File: src/hdl/bsmr_pkg.sv
// Package with the types, codes and defaults of the bounded stack block.
package bsmr_pkg;

	localparam int DEFAULT_STACK_DEPTH = 16;
	localparam int WORD_W = 32;

	typedef enum logic [1:0] {
		ACT_PUSH    = 2'd0,
		ACT_POP     = 2'd1,
		ACT_MIDDLE  = 2'd2,
		ACT_REVERSE = 2'd3
	} action_t;

	typedef enum logic [1:0] {
		ST_OK    = 2'd0,
		ST_FULL  = 2'd1,
		ST_EMPTY = 2'd2
	} status_t;

	typedef enum logic [2:0] {
		S_IDLE,
		S_RD_I,
		S_RD_J,
		S_WR_I,
		S_WR_J,
		S_RESP
	} state_t;

endpackage

File: src/hdl/bounded_stack_with_middle_and_reverse.sv
// Bounded LIFO stack of signed words with pop, push, middle read and bottom-half reverse.
// Each request transaction yields exactly one response transaction carrying a status,
// a data word (popped or middle entry, otherwise zero) and the entry count after the
// action. Push, pop and middle go from acceptance straight to the response state; reverse
// visits S_RD_I to S_WR_J for each of floor(count / 4) swapped pairs, which needs two reads
// and two writes through the single read and single write port of the entry RAM. A
// finished response waits in its output register while the next request is accepted.
// The entry RAM is never cleared; only entries below the count are ever read.
module bounded_stack_with_middle_and_reverse import bsmr_pkg::*; #(
	parameter int STACK_DEPTH = DEFAULT_STACK_DEPTH,
	localparam int AW = $clog2(STACK_DEPTH),
	localparam int CNT_W = $clog2(STACK_DEPTH + 1)
) (
	input  logic                     clk,
	input  logic                     arst_n,
	input  logic                     req_valid,
	output logic                     req_ready,
	input  logic [1:0]               action,
	input  logic signed [WORD_W-1:0] push_value,
	output logic                     rsp_valid,
	input  logic                     rsp_ready,
	output logic [1:0]               status,
	output logic signed [WORD_W-1:0] read_value,
	output logic [CNT_W-1:0]         fill_count
);

	state_t state_q, state_d;
	logic [CNT_W-1:0] count_q, count_d;
	status_t pst_q, pst_d;
	logic use_rd_q, use_rd_d;
	logic [AW-1:0] i_q, i_d, j_q, j_d, pairs_q, pairs_d;
	logic [WORD_W-1:0] tmp_q, tmp_d;
	logic rsp_valid_q, rsp_valid_d;
	logic rsp_load;
	status_t status_q;
	logic [WORD_W-1:0] read_value_q;
	logic [CNT_W-1:0] fill_count_q;

	logic we, re;
	logic [AW-1:0] waddr, raddr;
	logic [WORD_W-1:0] wdata, rdata;

	logic [CNT_W-1:0] cm1, half, pairs, mid;
	logic [AW-1:0] i_inc;

	bsmr_ram #(
		.WIDTH(WORD_W),
		.DEPTH(STACK_DEPTH)
	) u_ram (
		.clk  (clk),
		.we   (we),
		.waddr(waddr),
		.wdata(wdata),
		.re   (re),
		.raddr(raddr),
		.rdata(rdata)
	);

	assign cm1 = count_q - CNT_W'(1);
	assign mid = cm1 >> 1;
	assign half = count_q >> 1;
	assign pairs = count_q >> 2;
	assign i_inc = i_q + AW'(1);

	always_comb begin
		state_d = state_q;
		count_d = count_q;
		pst_d = pst_q;
		use_rd_d = use_rd_q;
		i_d = i_q;
		j_d = j_q;
		pairs_d = pairs_q;
		tmp_d = tmp_q;
		we = 1'b0;
		waddr = i_q;
		wdata = rdata;
		re = 1'b0;
		raddr = i_q;
		rsp_load = 1'b0;
		req_ready = (state_q == S_IDLE);
		case (state_q)
			S_IDLE: begin
				if (req_valid) begin
					pst_d = ST_OK;
					use_rd_d = 1'b0;
					state_d = S_RESP;
					case (action_t'(action))
						ACT_PUSH: begin
							if (count_q == CNT_W'(STACK_DEPTH)) begin
								pst_d = ST_FULL;
							end else begin
								we = 1'b1;
								waddr = count_q[AW-1:0];
								wdata = push_value;
								count_d = count_q + CNT_W'(1);
							end
						end
						ACT_POP: begin
							if (count_q == '0) begin
								pst_d = ST_EMPTY;
							end else begin
								re = 1'b1;
								raddr = cm1[AW-1:0];
								count_d = cm1;
								use_rd_d = 1'b1;
							end
						end
						ACT_MIDDLE: begin
							if (count_q == '0) begin
								pst_d = ST_EMPTY;
							end else begin
								re = 1'b1;
								raddr = mid[AW-1:0];
								use_rd_d = 1'b1;
							end
						end
						ACT_REVERSE: begin
							if (count_q == '0) begin
								pst_d = ST_EMPTY;
							end else begin
								i_d = '0;
								j_d = half[AW-1:0] - AW'(1);
								pairs_d = pairs[AW-1:0];
								if (pairs != '0) begin
									state_d = S_RD_I;
								end
							end
						end
						default: begin
							pst_d = ST_OK;
						end
					endcase
				end
			end
			S_RD_I: begin
				re = 1'b1;
				raddr = i_q;
				state_d = S_RD_J;
			end
			S_RD_J: begin
				tmp_d = rdata;
				re = 1'b1;
				raddr = j_q;
				state_d = S_WR_I;
			end
			S_WR_I: begin
				we = 1'b1;
				waddr = i_q;
				wdata = rdata;
				state_d = S_WR_J;
			end
			S_WR_J: begin
				we = 1'b1;
				waddr = j_q;
				wdata = tmp_q;
				i_d = i_inc;
				j_d = j_q - AW'(1);
				state_d = (i_inc == pairs_q) ? S_RESP : S_RD_I;
			end
			S_RESP: begin
				if (!rsp_valid_q || rsp_ready) begin
					rsp_load = 1'b1;
					state_d = S_IDLE;
				end
			end
			default: begin
				state_d = S_IDLE;
			end
		endcase
		if (rsp_load) begin
			rsp_valid_d = 1'b1;
		end else if (rsp_ready) begin
			rsp_valid_d = 1'b0;
		end else begin
			rsp_valid_d = rsp_valid_q;
		end
	end

	always_ff @(posedge clk or negedge arst_n) begin
		if (!arst_n) begin
			state_q <= S_IDLE;
			count_q <= '0;
			rsp_valid_q <= 1'b0;
		end else begin
			state_q <= state_d;
			count_q <= count_d;
			rsp_valid_q <= rsp_valid_d;
		end
	end

	always_ff @(posedge clk) begin
		pst_q <= pst_d;
		use_rd_q <= use_rd_d;
		i_q <= i_d;
		j_q <= j_d;
		pairs_q <= pairs_d;
		tmp_q <= tmp_d;
		if (rsp_load) begin
			status_q <= pst_q;
			read_value_q <= use_rd_q ? rdata : '0;
			fill_count_q <= count_q;
		end
	end

	assign rsp_valid = rsp_valid_q;
	assign status = status_q;
	assign read_value = read_value_q;
	assign fill_count = fill_count_q;

endmodule

File: src/hdl/bsmr_ram.sv
// Generic single-write, single-read RAM with a registered read port.
module bsmr_ram #(
	parameter int WIDTH = 32,
	parameter int DEPTH = 16,
	localparam int AW = (DEPTH > 1) ? $clog2(DEPTH) : 1
) (
	input  logic             clk,
	input  logic             we,
	input  logic [AW-1:0]    waddr,
	input  logic [WIDTH-1:0] wdata,
	input  logic             re,
	input  logic [AW-1:0]    raddr,
	output logic [WIDTH-1:0] rdata
);

	logic [WIDTH-1:0] mem [DEPTH];

	always_ff @(posedge clk) begin
		if (we) begin
			mem[waddr] <= wdata;
		end
		if (re) begin
			rdata <= mem[raddr];
		end
	end

endmodule

File: config.mk
export PLATFORM = sky130hd
export DESIGN_NAME = bounded_stack_with_middle_and_reverse
export DESIGN_NICKNAME = d
export VERILOG_FILES = /design/src/hdl/bsmr_pkg.sv /design/src/hdl/bounded_stack_with_middle_and_reverse.sv /design/src/hdl/bsmr_ram.sv
export SDC_FILE = /design/constraint.sdc
export NUM_CORES = 1
export LEC_CHECK = 0
export ABC_AREA = 1
export BUFFER_PORTS_ARGS = -buffer_cell sky130_fd_sc_hd__buf_2
export CORE_ASPECT_RATIO = 1.25
export CORE_UTILIZATION = 63
export CTS_CLUSTER_SIZE = 25
export DETAILED_ROUTE_END_ITERATION = 8
export HOLD_SLACK_MARGIN = 0.06
export PLACE_DENSITY = 0.91
export SYNTH_ARGS = -nofsm -noshare
export SYNTH_HDL_FRONTEND = slang
export SYNTH_HIERARCHICAL = 1
export SYNTH_SLANG_ARGS = --single-unit
export TNS_END_PERCENT = 1
File: constraint.sdc
create_clock -name clk -period 10.5 [get_ports clk]
set_input_delay 1.575 -clock clk [delete_from_list [all_inputs] [get_ports clk]]
set_output_delay 1.575 -clock clk [all_outputs]
set_load 0.05 [all_outputs]
==> key figures <==
Run status
  – Outcome: finished clean

Synth
  – Syn Nets: 2750
  – Post-Syn Instances: 2703
  – Combinational family with the most area after synthesis: simple AND/OR/NAND/NOR gates
  – Area leader, netlist: edfxtp_1
  – Simple-gate area share of the yosys netlist: 0.2053
  – Area fraction of the dominant cell type after synthesis: 0.6707
  – Main area contributors after synthesis: edfxtp_1 67%, nand2_1 12%, nand3_1 7.3%
  – Syn_area_per_cell: 10.42 um2
  – Synth Area in Compound Gates: 0.01866
  – Synth cell types: 37
  – Multiplexer area fraction after synthesis: 0
  – Ys Warns: 6
  – Xor/xnor share of the synthesized area: 0.002177
  – Synthesized area: 28160 um2
  – Register area share after synthesis: 0.6787
  – Post-synthesis adder-cell area fraction: 0.003999
  – FF+latch count, synth: 638

Placement
  – Dpl ws: 4650 ps
  – Placement Cell Area: 28870 um2
  – GPL Wtd Cong: 0.8983
  – Placed Instances: 3257
  – Port bufs: 78
  – DP HPWL: 41.05 mm

Floorplanning
  – Die W: 191.1 um
  – Initial Utilization: 0.6383
  – I/O pin total: 79
  – Core Area: 44120 um2
  – Die Area: 45560 um2
  – FP Rows: 86
  – DIE HEIGHT: 238.4 um

Layout
  – Post-route insts no fill: 3352
  – Synth-to-layout area growth: 8.761%
  – Finished Cell Area: 30630 um2
  – Filler Cell Count: 2489
  – Layout Nets: 2787
  – Layout cells sized above 1: 0.08240

STA
  – RSZ-0062 raised after global routing: no
  – F_max: 178.9 MHz
  – Measured slew at the worst slew-check pin: 1426 ps
  – Final setup viols: 0
  – Final hold violation count: 0
  – Final WS setup: 4911 ps
  – Post-layout min period: 5589 ps
  – Clock skew: 16.46 ps
  – Worst slew margin: 0.04751
  – Final Max Slew Viols: 0
  – Total Neg Setup Slack: 0 ps
  – Tcrit/Tclk final: 0.5323

Flow run
  – Max-cap violation count: 0

Pwr
  – Pwr Total: 10360 uW
  – Leak Pwr: 0.01311 uW
  – Power Density: 338.1 nW/um2
  – VDD IR max: 0.2747 mV

Setup path
  – CP endpoint kind: flip-flop
  – Critical path's slowest cell: buf_4
  – WS Path Type: input pin to flip-flop
  – Slowest cell delay on critical path: 990 ps
  – CP max FO: 104
  – Data arrival, critical path: 5940 ps
  – CP Depth: 16
  – Worst path required time: 10850 ps
  – Delay-heaviest family, CP: buffers and inverters
  – CP bufs+invs: 5
  – R2R depth: 16
  – Worst path cell trace: buf_2 -> inv_1 -> ha_1 -> nand4_4 -> nand2_1 -> inv_1 -> nand3_1 -> nand2_1 -> nand3_4 -> buf_4 -> buf_4 -> nand2_1 -> nand3_1 -> nand3_1 -> nand3_1 -> nand2_1
  – Setup crit start kind: input pin

Clock network
  – H-tree depth: 2
  – CTS tree: built
  – CTS Hold Buffers Added: 0
  – Clk buf depth: 3
  – Post-CTS Setup Bufs: 0
  – Clk_lat worst skew: 620 ps
  – Clock Sinks: 638
  – CTS Buf Count: 53
  – Post-cts resize count: 0
  – Reg clk slew, reported paths: 70 ps
  – Clock Tree Root: clkbuf_16

Global route
  – Largest net degree at the start of global routing: 123
  – First-pass GRT wire length: 116.5 mm
  – GR Util met3: 0.08869
  – GRT busiest layer: met2
  – Tot GR Track Use: 0.3450
  – Number of global-route vias before repair: 21140
  – GRT overflow: 0
  – Met2 usage: 0.5446
  – Met1 Resource Use GR: 0.4104
  – Initial antenna violation count: 4

Min path
  – Hold path depth: 0
  – Hold Path Class: flip-flop to flip-flop

Route
  – Final ANT Viol Nets: 0
  – Wirelength per Cell: 23.56 um
  – Initial DRC count: 4222
  – Total Wirelength: 78.98 mm
  – Via count of the routed design: 21300
  – Drt drc: 0
  – Via-to-Cell Ratio: 6.354
  – Drt first pass iters: 9
state kept, by name, indices dropped and copies added, names as in the netlist:
name,flops
j_q,4
read_value,32
pairs_q,3
status,2
u_ram/mem,512
u_ram/rdata,32
fill_count,5
i_q,4
use_rd_q,1
rsp_valid,1
tmp_q,32
count_q,5
pst_q,2
state_q,3
layout by cell type (no fill, tap or decap), types with 6 or more instances in the layout:
| cell | n |
|---|---|
| nor2_4 | 19 |
| buf_2 | 78 |
| o21ai_1 | 6 |
| edfxtp_1 | 629 |
| clkbuf_1 | 12 |
| ha_1 | 9 |
| inv_1 | 457 |
| nand3_1 | 406 |
| dfrtp_1 | 9 |
| clkinv_1 | 9 |
| o21ai_0 | 38 |
| buf_4 | 34 |
| nor2_1 | 49 |
| nand2_1 | 871 |
| o21bai_1 | 31 |
| clkinv_2 | 9 |
| bufinv_16 | 8 |
| clkbuf_16 | 55 |
synth_stat cells (all sizes together):
master and n:
nor3 2, edfxtp 629, nand2 874, o21bai 31, ha 9, o21ai 44
dfrtp 9, nor4 1, nor2 71, nand3 413, inv 463, or2 4
xnor2 2, o211ai 5, buf 109, nand4 2, clkbuf 21, o41ai 1
a21oi 4, xor2 5, nand3b 3, a31oi 1
worst paths after layout:
path	slack [ps]	startpoint	endpoint
max reg2reg	5280	count_q[0]$_DFFE_PN0P_	u_ram/rdata[16]$_DFFE_PP_
min	430	pst_q[1]$_SDFFCE_PN0P_	status[1]$_DFFE_PP_
min reg2reg	430	pst_q[1]$_SDFFCE_PN0P_	status[1]$_DFFE_PP_
max in group asynchronous	9440	arst_n	count_q[0]$_DFFE_PN0P_
min in group asynchronous	830	arst_n	count_q[1]$_DFFE_PN0P_
max	4910	action[1]	u_ram/rdata[2]$_DFFE_PP_
where the power goes:
part | switching [uW] | total, uW | internal [uW]
clock | 887 | 2040 | 1150
sequential | 202 | 4070 | 3870
combinational | 3280 | 4250 | 967
total | 4370 | 10400 | 5990
layout make-up:
type / instances / area [um2] / share of cell area
diodes: 1 / 2.502 / 0.00008170
clock buffers: 67 / 1421 / 0.04641
clock inverters: 27 / 331.6 / 0.01083
inverters: 463 / 1747 / 0.05703
multi-input cells: 1472 / 6653 / 0.2172
flip-flops and latches: 638 / 19110 / 0.6240
well taps: 572 / 715.7 / 0.02337
repair buffers: 112 / 645.6 / 0.02108
stage by stage:
stage	util	hold WS, ps
finish	0.6943	434.8
CTS	0.6942	432.9
detailed placement	0.6545	416.8
floorplan	-	400.3
global route	0.6942	441.3
global placement	0.6545	410.2
cells by family (layout without fill, tap and decap cells):
family                   count (synthesis)  after routing
AND/OR/NAND/NOR                       1370           1370
XOR/XNOR                                 7              7
flip-flops                             638            638
buffers and inverters                  593            669
AO/OA/AOI/OAI                           86             86
other                                    0              1
adder cells (fa/ha/maj)                  9              9
routing by layer:
metal / part of all wire / up-vias / wire length [um]
met3: 0.17 / 620 / 13070
met4: 0.084 / 8 / 6666
li1: - / 8817 / -
met5: 0.00068 / - / 54
met2: 0.46 / 2266 / 35980
met1: 0.29 / 9589 / 23220
Power figures use the tool's default switching activity.
